--- src/rtl/core/mahd_pkg.sv ---
`default_nettype none

package mahd_pkg;

   // classified-item queue
   localparam int QDEPTH = 4;
   localparam int QPTR_W = $clog2(QDEPTH);
   localparam int QCNT_W = $clog2(QDEPTH + 1);

   // frame length datapath
   localparam int NUM_W      = 20;
   localparam int MUL_W      = 25;
   localparam int PROD_W     = NUM_W + MUL_W;
   localparam int PROD_SHIFT = 29;
   localparam int QUO_W      = PROD_W - PROD_SHIFT;
   localparam int LEN_W      = QUO_W + 2;

   localparam logic [LEN_W-1:0] MAX_FRAME_LEN = LEN_W'(2880);

   // header codes
   localparam logic [1:0] VCODE_MPEG1    = 2'b11;
   localparam logic [1:0] VCODE_MPEG2    = 2'b10;
   localparam logic [1:0] VCODE_RESERVED = 2'b01;
   localparam logic [1:0] LCODE_RESERVED = 2'b00;
   localparam logic [1:0] LCODE_LAYER2   = 2'b10;
   localparam logic [1:0] LCODE_LAYER1   = 2'b11;
   localparam logic [3:0] BR_FREE        = 4'd0;
   localparam logic [3:0] BR_BAD         = 4'd15;
   localparam logic [1:0] SR_FAMILY_44K  = 2'd0;
   localparam logic [1:0] SR_RESERVED    = 2'd3;
   localparam logic [1:0] EMPH_RESERVED  = 2'b10;
   localparam logic [1:0] MODE_MONO      = 2'b11;

   // decoded version codes
   localparam logic [1:0] VER_MPEG1  = 2'd0;
   localparam logic [1:0] VER_MPEG2  = 2'd1;
   localparam logic [1:0] VER_MPEG25 = 2'd2;

   localparam logic [1:0] LAYER_1 = 2'd1;

   localparam logic [10:0] SPF_LAYER1 = 11'd384;
   localparam logic [10:0] SPF_LONG   = 11'd1152;
   localparam logic [10:0] SPF_SHORT  = 11'd576;

   localparam logic [5:0] OFFS_M1_STEREO = 6'd36;
   localparam logic [5:0] OFFS_M1_MONO   = 6'd21;
   localparam logic [5:0] OFFS_M2_STEREO = 6'd21;
   localparam logic [5:0] OFFS_M2_MONO   = 6'd13;

   // row: MPEG-1 L1, L2, L3, MPEG-2/2.5 L1, MPEG-2/2.5 L2 and L3
   localparam logic [8:0] KBPS_TABLE [5][16] = '{
      '{9'd0, 9'd32, 9'd64, 9'd96, 9'd128, 9'd160, 9'd192, 9'd224,
        9'd256, 9'd288, 9'd320, 9'd352, 9'd384, 9'd416, 9'd448, 9'd0},
      '{9'd0, 9'd32, 9'd48, 9'd56, 9'd64, 9'd80, 9'd96, 9'd112,
        9'd128, 9'd160, 9'd192, 9'd224, 9'd256, 9'd320, 9'd384, 9'd0},
      '{9'd0, 9'd32, 9'd40, 9'd48, 9'd56, 9'd64, 9'd80, 9'd96,
        9'd112, 9'd128, 9'd160, 9'd192, 9'd224, 9'd256, 9'd320, 9'd0},
      '{9'd0, 9'd32, 9'd48, 9'd56, 9'd64, 9'd80, 9'd96, 9'd112,
        9'd128, 9'd144, 9'd160, 9'd176, 9'd192, 9'd224, 9'd256, 9'd0},
      '{9'd0, 9'd8, 9'd16, 9'd24, 9'd32, 9'd40, 9'd48, 9'd56,
        9'd64, 9'd80, 9'd96, 9'd112, 9'd128, 9'd144, 9'd160, 9'd0}
   };

   localparam logic [15:0] RATE_TABLE [3][4] = '{
      '{16'd44100, 16'd48000, 16'd32000, 16'd0},
      '{16'd22050, 16'd24000, 16'd16000, 16'd0},
      '{16'd11025, 16'd12000, 16'd8000,  16'd0}
   };

   // Reciprocals scaled by 2**PROD_SHIFT: 44.1k family divides 10*M by 441,
   // 48k family divides M by 48, 32k family divides M by 32.
   localparam logic [MUL_W-1:0] DIV_MUL [4] = '{
      25'd1217395, 25'd11184811, 25'd16777216, 25'd0
   };

   typedef struct packed {
      logic             hdr_ok;
      logic [1:0]       version;
      logic [1:0]       layer;
      logic             has_crc;
      logic [8:0]       bitrate_kbps;
      logic [15:0]      sample_rate_hz;
      logic [10:0]      frame_samples;
      logic             stereo;
      logic             padding;
      logic [5:0]       side_info_offset;
      logic [NUM_W-1:0] num;
      logic [1:0]       sr_idx;
   } cls_type;

   typedef struct packed {
      logic        valid_res;
      logic [1:0]  version;
      logic [1:0]  layer;
      logic        has_crc;
      logic [8:0]  bitrate_kbps;
      logic [15:0] sample_rate_hz;
      logic [10:0] frame_samples;
      logic        stereo;
      logic        padding;
      logic [5:0]  side_info_offset;
      logic [11:0] frame_bytes;
   } rsp_type;

endpackage

`default_nettype wire

--- src/rtl/core/mahd_front.sv ---
`default_nettype none

module mahd_front (
   input  wire logic              req_valid,
   output logic                   req_stall,
   input  wire logic [31:0]       req_header_word,
   input  wire logic              q_full,
   output logic                   push,
   output mahd_pkg::cls_type      cls
);

   logic [1:0]  vcode;
   logic [1:0]  lcode;
   logic [3:0]  br_idx;
   logic [1:0]  sr_idx;
   logic [1:0]  emph;
   logic [1:0]  mode;
   logic [1:0]  ver;
   logic [2:0]  row;
   logic        layer1;
   logic        mono;
   logic [8:0]  kbps;
   logic [15:0] kprod;
   logic [16:0] mval;
   logic [mahd_pkg::NUM_W-1:0] mext;

   assign req_stall = q_full;
   assign push      = req_valid && !q_full;

   assign vcode  = req_header_word[20:19];
   assign lcode  = req_header_word[18:17];
   assign br_idx = req_header_word[15:12];
   assign sr_idx = req_header_word[11:10];
   assign mode   = req_header_word[7:6];
   assign emph   = req_header_word[1:0];
   assign layer1 = (lcode == mahd_pkg::LCODE_LAYER1);
   assign mono   = (mode == mahd_pkg::MODE_MONO);

   always_comb begin
      unique case (vcode)
         mahd_pkg::VCODE_MPEG1: ver = mahd_pkg::VER_MPEG1;
         mahd_pkg::VCODE_MPEG2: ver = mahd_pkg::VER_MPEG2;
         default:               ver = mahd_pkg::VER_MPEG25;
      endcase
   end

   // keep row inside the table even for a reserved layer code
   always_comb begin
      if (ver == mahd_pkg::VER_MPEG1) begin
         row = 3'd3 - {1'b0, lcode};
      end else begin
         row = layer1 ? 3'd3 : 3'd4;
      end
   end

   assign kbps = mahd_pkg::KBPS_TABLE[row][br_idx];

   // 12 * kbps for layer 1, 144 * kbps otherwise; scaled by 2**ver to
   // fold the version into the sample rate family
   assign kprod = layer1 ? (({7'b0, kbps} << 3) + ({7'b0, kbps} << 2))
                         : (({7'b0, kbps} << 7) + ({7'b0, kbps} << 4));
   assign mval  = {1'b0, kprod} << ver;
   assign mext  = mahd_pkg::NUM_W'(mval);

   always_comb begin
      cls.hdr_ok = (req_header_word[31:21] == 11'h7FF)
                && (vcode != mahd_pkg::VCODE_RESERVED)
                && (lcode != mahd_pkg::LCODE_RESERVED)
                && (br_idx != mahd_pkg::BR_FREE)
                && (br_idx != mahd_pkg::BR_BAD)
                && (sr_idx != mahd_pkg::SR_RESERVED)
                && (emph != mahd_pkg::EMPH_RESERVED);
      cls.version        = ver;
      cls.layer          = 2'(3'd4 - {1'b0, lcode});
      cls.has_crc        = !req_header_word[16];
      cls.bitrate_kbps   = kbps;
      cls.sample_rate_hz = mahd_pkg::RATE_TABLE[ver][sr_idx];
      if (layer1) begin
         cls.frame_samples = mahd_pkg::SPF_LAYER1;
      end else if ((lcode == mahd_pkg::LCODE_LAYER2) || (ver == mahd_pkg::VER_MPEG1)) begin
         cls.frame_samples = mahd_pkg::SPF_LONG;
      end else begin
         cls.frame_samples = mahd_pkg::SPF_SHORT;
      end
      cls.stereo  = !mono;
      cls.padding = req_header_word[9];
      if (ver == mahd_pkg::VER_MPEG1) begin
         cls.side_info_offset = mono ? mahd_pkg::OFFS_M1_MONO : mahd_pkg::OFFS_M1_STEREO;
      end else begin
         cls.side_info_offset = mono ? mahd_pkg::OFFS_M2_MONO : mahd_pkg::OFFS_M2_STEREO;
      end
      // 44.1k family: divide 10*M by 441 in the back end
      if (sr_idx == mahd_pkg::SR_FAMILY_44K) begin
         cls.num = (mext << 3) + (mext << 1);
      end else begin
         cls.num = mext;
      end
      cls.sr_idx = sr_idx;
   end

endmodule

`default_nettype wire

--- src/rtl/core/mahd_queue.sv ---
`default_nettype none

module mahd_queue (
   input  wire logic              clock,
   input  wire logic              reset,
   input  wire logic              push,
   input  wire mahd_pkg::cls_type push_data,
   output logic                   full,
   input  wire logic              pop,
   output logic                   out_valid,
   output mahd_pkg::cls_type      out_data
);

   mahd_pkg::cls_type                mem_ff [mahd_pkg::QDEPTH];
   logic [mahd_pkg::QPTR_W-1:0] wr_ptr_ff, wr_ptr_in;
   logic [mahd_pkg::QPTR_W-1:0] rd_ptr_ff, rd_ptr_in;
   logic [mahd_pkg::QCNT_W-1:0] count_ff, count_in;

   assign full      = (count_ff == mahd_pkg::QCNT_W'(mahd_pkg::QDEPTH));
   assign out_valid = (count_ff != '0);
   assign out_data  = mem_ff[rd_ptr_ff];

   always_comb begin
      wr_ptr_in = push ? wr_ptr_ff + 1'b1 : wr_ptr_ff;
      rd_ptr_in = pop  ? rd_ptr_ff + 1'b1 : rd_ptr_ff;
      count_in  = count_ff;
      if (push && !pop) begin
         count_in = count_ff + 1'b1;
      end else if (pop && !push) begin
         count_in = count_ff - 1'b1;
      end
   end

   always_ff @(posedge clock) begin
      if (reset) begin
         wr_ptr_ff <= '0;
         rd_ptr_ff <= '0;
         count_ff  <= '0;
      end else begin
         wr_ptr_ff <= wr_ptr_in;
         rd_ptr_ff <= rd_ptr_in;
         count_ff  <= count_in;
      end
   end

   always_ff @(posedge clock) begin
      if (push) begin
         mem_ff[wr_ptr_ff] <= push_data;
      end
   end

endmodule

`default_nettype wire

--- src/rtl/core/mahd_back.sv ---
`default_nettype none

module mahd_back (
   input  wire logic              clock,
   input  wire logic              reset,
   input  wire logic              in_valid,
   input  wire mahd_pkg::cls_type in_data,
   output logic                   in_ready,
   output logic                   rsp_valid,
   input  wire logic              rsp_stall,
   output mahd_pkg::rsp_type      rsp
);

   // stage A: reciprocal multiply
   logic                         a_valid_ff;
   mahd_pkg::cls_type            a_item_ff;
   logic [mahd_pkg::QUO_W-1:0]   a_quo_ff, a_quo_in;
   logic [mahd_pkg::PROD_W-1:0]  prod;

   // stage B: length, range check, output register
   logic                         b_valid_ff;
   mahd_pkg::rsp_type            b_rsp_ff, b_rsp_in;
   logic [mahd_pkg::LEN_W-1:0]   len_sum;
   logic [mahd_pkg::LEN_W-1:0]   len;
   logic                         len_ok;

   logic b_ready;
   logic a_ready;

   assign b_ready  = !b_valid_ff || !rsp_stall;
   assign a_ready  = !a_valid_ff || b_ready;
   assign in_ready = a_ready;

   assign prod = mahd_pkg::PROD_W'(in_data.num)
               * mahd_pkg::PROD_W'(mahd_pkg::DIV_MUL[in_data.sr_idx]);
   assign a_quo_in = prod[mahd_pkg::PROD_W-1:mahd_pkg::PROD_SHIFT];

   assign len_sum = {2'b00, a_quo_ff} + mahd_pkg::LEN_W'(a_item_ff.padding);
   assign len     = (a_item_ff.layer == mahd_pkg::LAYER_1) ? (len_sum << 2) : len_sum;
   assign len_ok  = (len != '0) && (len <= mahd_pkg::MAX_FRAME_LEN);

   always_comb begin
      b_rsp_in = '0;
      if (a_item_ff.hdr_ok && len_ok) begin
         b_rsp_in.valid_res        = 1'b1;
         b_rsp_in.version          = a_item_ff.version;
         b_rsp_in.layer            = a_item_ff.layer;
         b_rsp_in.has_crc          = a_item_ff.has_crc;
         b_rsp_in.bitrate_kbps     = a_item_ff.bitrate_kbps;
         b_rsp_in.sample_rate_hz   = a_item_ff.sample_rate_hz;
         b_rsp_in.frame_samples    = a_item_ff.frame_samples;
         b_rsp_in.stereo           = a_item_ff.stereo;
         b_rsp_in.padding          = a_item_ff.padding;
         b_rsp_in.side_info_offset = a_item_ff.side_info_offset;
         b_rsp_in.frame_bytes      = 12'(len);
      end
   end

   always_ff @(posedge clock) begin
      if (reset) begin
         a_valid_ff <= 1'b0;
         b_valid_ff <= 1'b0;
      end else begin
         if (a_ready) begin
            a_valid_ff <= in_valid;
         end
         if (b_ready) begin
            b_valid_ff <= a_valid_ff;
         end
      end
   end

   always_ff @(posedge clock) begin
      if (a_ready && in_valid) begin
         a_item_ff <= in_data;
         a_quo_ff  <= a_quo_in;
      end
      if (b_ready && a_valid_ff) begin
         b_rsp_ff <= b_rsp_in;
      end
   end

   assign rsp_valid = b_valid_ff;
   assign rsp       = b_rsp_ff;

endmodule

`default_nettype wire

--- src/rtl/core/mpeg_audio_header_decoder.sv ---
// A request beat is written into the queue, then passes the stage A and stage B
//   registers before its response is offered. Throughput: one header per cycle
//   while rsp_stall is low, set by the single reciprocal multiplier stage.
// A 4-entry queue decouples request intake from the multiply/length pipeline.
// Reset (synchronous, active high) empties the queue and drops in-flight beats.
`default_nettype none

module mpeg_audio_header_decoder (
   input  wire logic        clock,
   input  wire logic        reset,
   input  wire logic        req_valid,
   output logic             req_stall,
   input  wire logic [31:0] req_header_word,
   output logic             rsp_valid,
   input  wire logic        rsp_stall,
   output logic             rsp_valid_res,
   output logic [1:0]       rsp_version,
   output logic [1:0]       rsp_layer,
   output logic             rsp_has_crc,
   output logic [8:0]       rsp_bitrate_kbps,
   output logic [15:0]      rsp_sample_rate_hz,
   output logic [10:0]      rsp_frame_samples,
   output logic             rsp_stereo,
   output logic             rsp_padding,
   output logic [5:0]       rsp_side_info_offset,
   output logic [11:0]      rsp_frame_bytes
);

   mahd_pkg::cls_type front_cls;
   mahd_pkg::cls_type q_data;
   mahd_pkg::rsp_type rsp;
   logic              push;
   logic              q_full;
   logic              q_valid;
   logic              back_ready;
   logic              pop;

   assign pop = q_valid && back_ready;

   mahd_front u_front (
      .req_valid       (req_valid),
      .req_stall       (req_stall),
      .req_header_word (req_header_word),
      .q_full          (q_full),
      .push            (push),
      .cls             (front_cls)
   );

   mahd_queue u_queue (
      .clock     (clock),
      .reset     (reset),
      .push      (push),
      .push_data (front_cls),
      .full      (q_full),
      .pop       (pop),
      .out_valid (q_valid),
      .out_data  (q_data)
   );

   mahd_back u_back (
      .clock     (clock),
      .reset     (reset),
      .in_valid  (q_valid),
      .in_data   (q_data),
      .in_ready  (back_ready),
      .rsp_valid (rsp_valid),
      .rsp_stall (rsp_stall),
      .rsp       (rsp)
   );

   assign rsp_valid_res        = rsp.valid_res;
   assign rsp_version          = rsp.version;
   assign rsp_layer            = rsp.layer;
   assign rsp_has_crc          = rsp.has_crc;
   assign rsp_bitrate_kbps     = rsp.bitrate_kbps;
   assign rsp_sample_rate_hz   = rsp.sample_rate_hz;
   assign rsp_frame_samples    = rsp.frame_samples;
   assign rsp_stereo           = rsp.stereo;
   assign rsp_padding          = rsp.padding;
   assign rsp_side_info_offset = rsp.side_info_offset;
   assign rsp_frame_bytes      = rsp.frame_bytes;

   // a full queue always has a beat to offer the back end
   a_full_has_data: assert property (@(posedge clock) disable iff (reset)
      q_full |-> q_valid)
      else $error("queue full without valid data");

   // a good header always carries a length inside the legal range
   a_len_range: assert property (@(posedge clock) disable iff (reset)
      (rsp_valid && rsp_valid_res) |->
         (rsp_frame_bytes != 12'd0) && (rsp_frame_bytes <= 12'd2880))
      else $error("frame length out of range on a good header");

   // a rejected header shows all-zero fields
   a_reject_zero: assert property (@(posedge clock) disable iff (reset)
      (rsp_valid && !rsp_valid_res) |->
         (rsp_version == 2'd0) && (rsp_layer == 2'd0) && (rsp_bitrate_kbps == 9'd0)
         && (rsp_sample_rate_hz == 16'd0) && (rsp_frame_bytes == 12'd0)
         && (rsp_frame_samples == 11'd0) && (rsp_side_info_offset == 6'd0))
      else $error("rejected header with nonzero fields");

   // a good header has a real layer and version
   a_good_codes: assert property (@(posedge clock) disable iff (reset)
      (rsp_valid && rsp_valid_res) |-> (rsp_layer != 2'd0) && (rsp_version != 2'd3))
      else $error("good header with reserved layer or version");

endmodule

`default_nettype wire

--- config.mk ---
export PLATFORM = sky130hd
export DESIGN_NAME = mpeg_audio_header_decoder
export DESIGN_NICKNAME = d
export VERILOG_FILES = /design/src/rtl/core/mahd_pkg.sv /design/src/rtl/core/mahd_front.sv /design/src/rtl/core/mahd_queue.sv /design/src/rtl/core/mahd_back.sv /design/src/rtl/core/mpeg_audio_header_decoder.sv
export SDC_FILE = /design/constraint.sdc
export NUM_CORES = 1
export LEC_CHECK = 0
export BUFFER_PORTS_ARGS = -buffer_cell sky130_fd_sc_hd__buf_2
export CAP_MARGIN = 10
export CORE_UTILIZATION = 30
export DETAILED_ROUTE_END_ITERATION = 10
export SLEW_MARGIN = 20
export SYNTH_ARGS = -nofsm -noshare
export SYNTH_HDL_FRONTEND = slang
export SYNTH_SLANG_ARGS = --single-unit
--- constraint.sdc ---
create_clock -name clock -period 7 [get_ports clock]
set_input_delay 1.05 -clock clock [delete_from_list [all_inputs] [get_ports clock]]
set_output_delay 1.05 -clock clock [all_outputs]
set_load 0.005 [all_outputs]
# --- Word level (Yosys, flattened, before mapping) ---
# Memories as Yosys holds them, arrays and structs flattened. A register that Yosys moved wholly into a read port is not among the register bits.
# Index checks and enable logic that the tools add are counted.
# Widths: inputs -> output; s select.
totals:
  input_bits: 36
  n_memories: 2
  mem_bits_rw: 288
  output_inout_bits: 64
  mem_bits_ro: 1152
  elab_cells: 127
  register_bits: 137
mem_list:
  columns: ["name", "depth", "width", "rd", "rd_ports_with_merged_regs", "write_ports", "line", "rtl"]
  rows:
  - ["(no name shown)", 8, 144, 1, 0, 0, "mahd_front.sv:56", "assign kbps = mahd_pkg::KBPS_TABLE[row][br_idx];"]
  - ["u_queue.mem_ff", 4, 72, 1, 1, 1, "mahd_queue.sv:14", "mahd_pkg::cls_type mem_ff [mahd_pkg::QDEPTH];"]
classes:
  order_cmp: 6
  n_mul: 1
  n_mux: 32
  n_eq_ne: 12
  bitwise_logic: 5
  shifts: 1
  addsub: 10
  n_reduce_logical: 31
ops:
  columns: ["operator", "count"]
  rows:
  - ["$mux 144", 2]
  - ["$bmux 64 s2", 1]
  - ["$mux 64", 2]
  - ["$mux 62", 1]
  - ["$bmux 25 s2", 1]
  - ["$mux 25", 2]
  - ["$mux 16", 3]
  - ["$mul 20x25->45", 1]
  - ["$bmux 9 s4", 1]
  - ["$bmux 16 s2", 1]
  - ["$mux 11", 2]
  - ["$add 20x18->20", 1]
  - ["$mux 20", 1]
  - ["$le 18x12->1 const B", 1]
  - ["$mux 18", 1]
  - ["$mux 9", 2]
  - ["$reduce_bool 18->1", 1]
  - ["$add 16x1->17", 1]
  - ["$shl 16x2->17", 1]
  - ["$add 16x13->16", 1]
  - ["$add 12x11->13", 1]
  - ["$logic_and 1x1->1", 13]
  - ["$mux 3", 4]
  - ["$mux 6", 2]
  - ["other kinds (28)", 51]

# --- Depth between registers and ports, before layout ---
# Gate-level depths: netlist of run 1.
logic_depth:
  depth_word: 16
  mapped_depth: 32
  mapped_depth_nobuf: 30

# --- By module ---
# Synthesis of run 1 repeated with hierarchy kept, for this count alone.
hier_totals:
  hier_cells: 2321
  area_unflattened_um2: 30086.4
by_module_without_submodules:
  columns: ["module", "area_per_inst_um2", "cells_each", "n_inst"]
  rows:
  - ["mahd_back", 16602.2, 1541, 1]
  - ["mahd_queue", 10898.0, 420, 1]
  - ["mahd_front", 2580.0, 359, 1]
  - ["mpeg_audio_header_decoder", 6.3, 1, 1]

# --- Least setup slack after synthesis of run 1 ---
# OpenSTA, ideal clock, no wires.
synth_timing:
  kind: "reg-to-reg"
  startpoint: "register with a tool-made name"
  endpoint: "register u_back.a_quo_ff[15] (netlist name) (data pin)"
  setup_slack_ns: -0.367
  setup_ns: 0.262
  t_arrival_ns: 7.106
  synth_period_minus_slack_ns: 7.367
  stages_incl_launch_ff: 25
  cell_sequence: "dfxtp_1 -> buf_2 -> buf_1 -> mux4_2 -> nor2b_1 -> inv_1 -> nor2_1 -> fa_1 -> fa_1 -> inv_1 -> fa_1 -> fa_1 -> inv_1 -> fa_1 -> fa_1 -> ha_1 -> ha_1 -> or4_1 -> a221o_1 -> a211oi_1 -> o31ai_1 -> a21oi_1 -> o21ai_1 -> a211oi_1 -> xnor2_1"
synth_rtl:
  columns: ["item", "line", "rtl"]
  rows:
  - ["end signal: assignment", "mahd_back.sv:76", "a_quo_ff <= a_quo_in;"]
  - ["end: declaration", "mahd_back.sv:17", "logic [mahd_pkg::QUO_W-1:0] a_quo_ff, a_quo_in;"]

==> results of run 1 <==
## critical path, cell delays in order (launching register included)
cell	delay (ns)
dfxtp_4	0.42
buf_6	0.12
buf_6	0.10
mux4_2	0.54
nor2b_4	0.17
inv_2	0.09
nor2_4	0.04
inv_2	0.06
fa_2	0.47
fa_1	0.54
fa_1	0.52
fa_1	0.53
inv_2	0.05
fa_1	0.46
fa_1	0.57
ha_4	0.22
ha_4	0.15
or4_1	0.50
a221o_1	0.29
a211oi_2	0.30
o31ai_4	0.13
a21oi_2	0.15
buf_4	0.14
buf_4	0.11
a21oi_2	0.04
buf_4	0.15
xor2_1	0.13
## per-stage QoR
step                TNS [ns]  utilization [%]  hold WS, ns  setup WS [ns]  instances
floorplan                  0                -       0.4656      0.0008655       1886
global placement      -7.041            34.13       0.4779        -0.5751       3127
detailed placement    -6.215            34.14       0.5249        -0.5701       3127
CTS                   -1.166            36.38       0.5410        -0.1889       3207
global route          -5.291            36.88       0.5498        -0.5155       3223
finish                -1.584            36.88       0.5376        -0.2274       3223
## flip-flops by register name (all words and copies together) (netlist names), named ones only
register           flops
u_back.a_valid_ff      1
u_back.a_item_ff      36
u_queue.rd_ptr_ff      2
u_queue.wr_ptr_ff      2
u_queue.mem_ff       212
u_back.rsp_valid       1
u_queue.count_ff       3
u_back.a_quo_ff       16
u_back.rsp            49
## worst paths after layout
check | start | endpoint | slack, ns | cells after the start
setup / recovery | register | u_back.a_quo_ff[6] | -0.23 | 26
hold / removal | u_queue.count_ff[2] | u_queue.count_ff[2] | 0.54 | 2
setup reg to reg | register | u_back.a_quo_ff[6] | -0.23 | 26
hold reg to reg | u_queue.count_ff[2] | u_queue.count_ff[2] | 0.54 | 2
## layout make-up
cell class,count,area (sq um)
multi-input cells,1173,13120
repair buffers,310,2302
clock buffers,33,783.3
fillers,7529,48970
clock inverters,23,269.0
well taps,1040,1301
inverters,320,1216
flip-flops and latches,324,9624
## synth_stat cells (4+ instances only)
cell type,instances,area share (%)
a211oi_1,14,0.45
buf_1,7,0.11
inv_1,315,5.0
fa_1,194,16
buf_4,15,0.48
clkbuf_1,34,0.54
o21ai_1,6,0.13
a221o_1,4,0.17
and4_1,5,0.19
nand2_1,88,1.4
xor2_1,26,0.97
and3_1,26,0.69
o21ai_0,37,0.79
a21o_1,30,0.96
clkinv_1,4,0.064
o211ai_1,7,0.22
mux2_2,10,0.48
nand3_1,19,0.40
nand2b_1,16,0.42
xnor2_1,27,1.0
buf_2,9,0.19
a31oi_1,11,0.29
nor3_1,10,0.21
o22ai_1,6,0.16
edfxtp_1,313,40
o21a_1,14,0.45
nor2_1,85,1.4
nand4_1,11,0.29
a311oi_1,6,0.22
buf_6,4,0.19
mux2i_1,11,0.47
dfxtp_1,11,0.93
and2_4,35,1.3
mux4_2,52,5.0
or3_1,7,0.19
nor2b_1,20,0.53
and2_1,13,0.35
a21oi_1,60,1.3
ha_1,250,13
## routing by layer
layer | vias up | track usage (%) | wire length [um]
li1 | 7059 | - | -
met1 | 7518 | 18.63 | 24840
met2 | 274 | 24.92 | 27790
met3 | 55 | 1.701 | 2004
met4 | 2 | 2.093 | 944
met5 | - | 0 | 13
## cell usage in the layout, fill, tap and decap left out, types with 27 or more instances in the layout
cell         n
a21o_1      30
a21oi_1     54
and2_4      35
buf_2       83
buf_4      198
clkbuf_16   32
edfxtp_1   313
fa_1       179
ha_1       230
inv_1      283
inv_2       27
mux4_2      52
nand2_1     64
nor2_1      79
o21ai_0     32
## repair_timing
| action | CTS | global route |
|---|---|---|
| pin swaps | 73 | 73 |
| gates resized for setup | 113 | 68 |
| gates cloned | 1 | 1 |
| endpoints found under the setup margin | 16 | 16 |
| buffers inserted | 25 | 18 |
## cell families after synthesis
family | Yosys count | share of synthesized area, %
compound gates | 235 | 6.787
xor+xnor | 53 | 1.970
other cells | 1 | 0.01592
fa+ha+maj | 444 | 29.76
mux | 74 | 5.979
simple gates | 356 | 8.056
buf+inv | 389 | 6.611
flops | 324 | 40.82
==> flow_summary.json, run 1 <==
{
  "ys_seq_area_share_pct": 40.82,
  "slew_headroom_pct": 38.71,
  "setup_viol": 14,
  "post-route-drc-count": 0,
  "async_flop_share_pct": 0,
  "track_usage_pct": 14.05,
  "cts_max_path_buffers": 3,
  "vias_per_cell": 4.626,
  "cts_buffers": 31,
  "crit_type": "reg -> reg",
  "wl_mm": 55.60,
  "die_area_sq_um": 79670,
  "postRouteAntennaNets": 0,
  "path_clk_slew_ns": 0.06,
  "die_w_um": 282.3,
  "layout-drive-gt1-share_pct": 27.85,
  "std_cell_rows": 102,
  "gr-total-overflow": 0,
  "cts_max_level": 1,
  "clock-sinks": 324,
  "fmax_ghz": 0.1384,
  "critical_path.max_fanout": 7,
  "rsz0062_at_grt": "yes",
  "avgSynthCellArea_sq_um": 12.56,
  "core_area_sq_um": 77590,
  "cap_viol_max_count": 0,
  "firstDrtPassIters": 7,
  "die_h_um": 282.3,
  "wl_per_cell_um": 17.25,
  "synthToLayoutAreaGrowth_pct": 21.46,
  "clock_skew_ns": 0.01006,
  "hpwlAfterDp_mm": 42.74,
  "start_kind": "register",
  "clockRootBuffer": "clkbuf_16",
  "grt_max_degree": 56,
  "nNetsFinal": 2640,
  "violations": "negative setup slack",
  "design_area_sq_um": 28620,
  "grt_pass1_vias": 16130,
  "cts_tree": "done",
  "insertion_delay_ns": 0.56,
  "dr_total_vias": 14910,
  "grt_pass1_wl_mm": 87.52,
  "antennaDiodeCount": 0,
  "hold_viol": 0,
  "start_util_pct": 30.37,
  "antenna_found_initial": 1,
  "critPathRequiredTime_ns": 7.31,
  "cp.arrival_ns": 7.54,
  "ys.flop_type": "edfxtp_1",
  "drtIter0Drc": 887,
  "synth_edf_count": 313,
  "ys_ff_latch": 324,
  "worst_slack_ns": -0.2274,
  "hp-class": "reg -> reg",
  "netlist_instances": 1876,
  "status": "finished, violations left",
  "syn-cell-area_sq_um": 23560,
  "min_period_ns": 7.227,
  "period_share_pct": 103.2,
  "dpl-instance-area_sq_um": 26490,
  "globalplace.congestion": 0.9653,
  "hold_buffers": 0,
  "yosys_warnings": 0,
  "ioPinCount": 100,
  "slew_violations": 0,
  "synth.distinct_cells": 82,
  "worst_slew_pin_slew_ns": 0.9174,
  "io_buffers": 83,
  "crit_path_end_kind": "register"
}
Power of run 1 is not shown: default switching activity piles up to over one toggle a cycle in this logic, so the estimate is an artifact.
==> inputs of run 2 (changes only) <==
--- a/config.mk
+++ b/config.mk
@@ -9,6 +9,7 @@
 export CAP_MARGIN = 10
 export CORE_UTILIZATION = 30
 export DETAILED_ROUTE_END_ITERATION = 10
+export RECOVER_POWER = 100
 export SLEW_MARGIN = 20
 export SYNTH_ARGS = -nofsm -noshare
 export SYNTH_HDL_FRONTEND = slang
==> flow_summary.json, run 2 (same netlist as run 1, synthesis figures left out) <==
{
  "violations": "max-capacitance violations, max-slew violations, negative setup slack",
  "final_common_cell": "edfxtp_1",
  "antennaDiodeCount": 0,
  "clock-sinks": 324,
  "ioPinCount": 100,
  "cts_buffers": 31,
  "highest_layer": "met5",
  "hold_viol": 0,
  "grt_max_degree": 56,
  "cap_viol_max_count": 1,
  "cp.arrival_ns": 7.54,
  "die_area_sq_um": 79670,
  "crit_path_end_kind": "register",
  "holdPathStages": 2,
  "path_clk_slew_ns": 0.06,
  "hold_buffers": 0,
  "hpwlAfterDp_mm": 42.74,
  "die_h_um": 282.3,
  "vias_per_cell": 4.628,
  "track_usage_pct": 14.05,
  "wl_met2_mm": 27.76,
  "regMostFlops": "u_queue.mem_ff",
  "dr_total_vias": 14920,
  "reg2regPathDepth": 26,
  "grt_pass1_wl_mm": 87.52,
  "layout_common_cells": "edfxtp_1, inv_1, ha_1",
  "pre_cts_slack_ns": -0.5701,
  "clockRootBuffer": "clkbuf_16",
  "wl_per_cell_um": 17.23,
  "worst_slew_pin_slew_ns": 3.160,
  "rsz0062_at_grt": "yes",
  "postRouteAntennaNets": 0,
  "core_area_sq_um": 77590,
  "crit_type": "reg -> reg",
  "start_util_pct": 30.37,
  "insertion_delay_ns": 0.56,
  "start_kind": "register",
  "nNetsFinal": 2640,
  "wl_met1_mm": 24.78,
  "wl_mm": 55.54,
  "std_cell_rows": 102,
  "critical_path.max_fanout": 7,
  "hp-class": "reg -> reg",
  "period_share_pct": 103.3,
  "layout-drive-gt1-share_pct": 27.26,
  "hold_start": "u_queue.count_ff[2]",
  "drtIter0Drc": 833,
  "clock_skew_ns": 0.009395,
  "slew_headroom_pct": -110.6,
  "antenna_found_initial": 1,
  "cts_max_level": 1,
  "die_w_um": 282.3,
  "setup_viol": 14,
  "status": "finished, violations left",
  "synthToLayoutAreaGrowth_pct": 21.26,
  "post-route-drc-count": 0,
  "fmax_ghz": 0.1383,
  "critPathRequiredTime_ns": 7.31,
  "io_buffers": 83,
  "min_period_ns": 7.233,
  "firstDrtPassIters": 7,
  "globalplace.congestion": 0.9653,
  "largest_register_ff_count": 212,
  "gr-total-overflow": 0,
  "grt_pass1_vias": 16130,
  "cts_tree": "done",
  "slew_violations": 50,
  "cts_max_path_buffers": 3,
  "wl_met3_mm": 2.088,
  "worst_slack_ns": -0.2325
}
==> run 2: cell types whose count changed in the layout (fill, tap and decap cells not counted), sizes merged <==
cell    previous run  this run
buf              309       298
clkbuf            34        45
==> run 2: metrics by stage <==
| step | hold WS [ns] | instance area (sq um) | instances | utilization, % | setup TNS [ns] |
|---|---|---|---|---|---|
| 3_3_place_gp | 0.4779 | 26480 | 3127 | 34.13 | -7.041 |
| 6_report | 0.5376 | 28570 | 3223 | 36.82 | -1.624 |
| 5_1_grt | 0.5498 | 28570 | 3223 | 36.82 | -11.23 |
| 3_5_place_dp | 0.5249 | 26490 | 3127 | 34.14 | -6.215 |
| 2_1_floorplan | 0.4656 | 23680 | 1886 | - | 0 |
| 4_1_cts | 0.5410 | 28230 | 3207 | 36.38 | -1.166 |
==> run 2: critical path, cell delays in order, from the launching register on <==
cell and delay, ns:
dfxtp_4 0.42, buf_6 0.12, buf_6 0.10, mux4_2 0.54
nor2b_4 0.17, inv_2 0.09, nor2_4 0.04, inv_2 0.06
fa_2 0.47, fa_1 0.54, fa_1 0.52, fa_1 0.54
inv_2 0.05, fa_1 0.46, fa_1 0.57, ha_4 0.22
ha_4 0.15, or4_1 0.50, a221o_1 0.29, a211oi_2 0.30
o31ai_4 0.13, a21oi_2 0.15, buf_4 0.14, buf_4 0.11
a21oi_2 0.04, buf_4 0.15, xor2_1 0.13
==> run 2: worst paths after layout <==
path,end,slack (ns)
worst min-delay path,u_queue.count_ff[2],0.54
worst min register to register,u_queue.count_ff[2],0.54
worst max register to register,u_back.a_quo_ff[6],-0.23
worst max-delay path,u_back.a_quo_ff[6],-0.23
==> run 2: per-layer routing <==
metal,GRT usage (%),vias to the layer above
li1,-,7062
met1,18.63,7511
met2,24.92,288
met3,1.701,53
met4,2.093,2
met5,0,-
==> run 2: layout make-up <==
cell class	instances	area (sq um)
Clock buffer	33	783.3
Clock inverter	23	269.0
Fill cell	7536	49020
Inverter	320	1216
Multi-Input combinational cell	1173	13120
Sequential cell	324	9624
Tap cell	1040	1301
Timing Repair Buffer	310	2255
==> run 2: what timing repair did <==
item / in CTS / in global routing
gates resized for setup: 113 / 68
cloned: 1 / 1
pin swaps: 73 / 73
setup endpoints to repair: 16 / 16
setup buffers: 25 / 18
Power of run 2 is left out for the same reason.
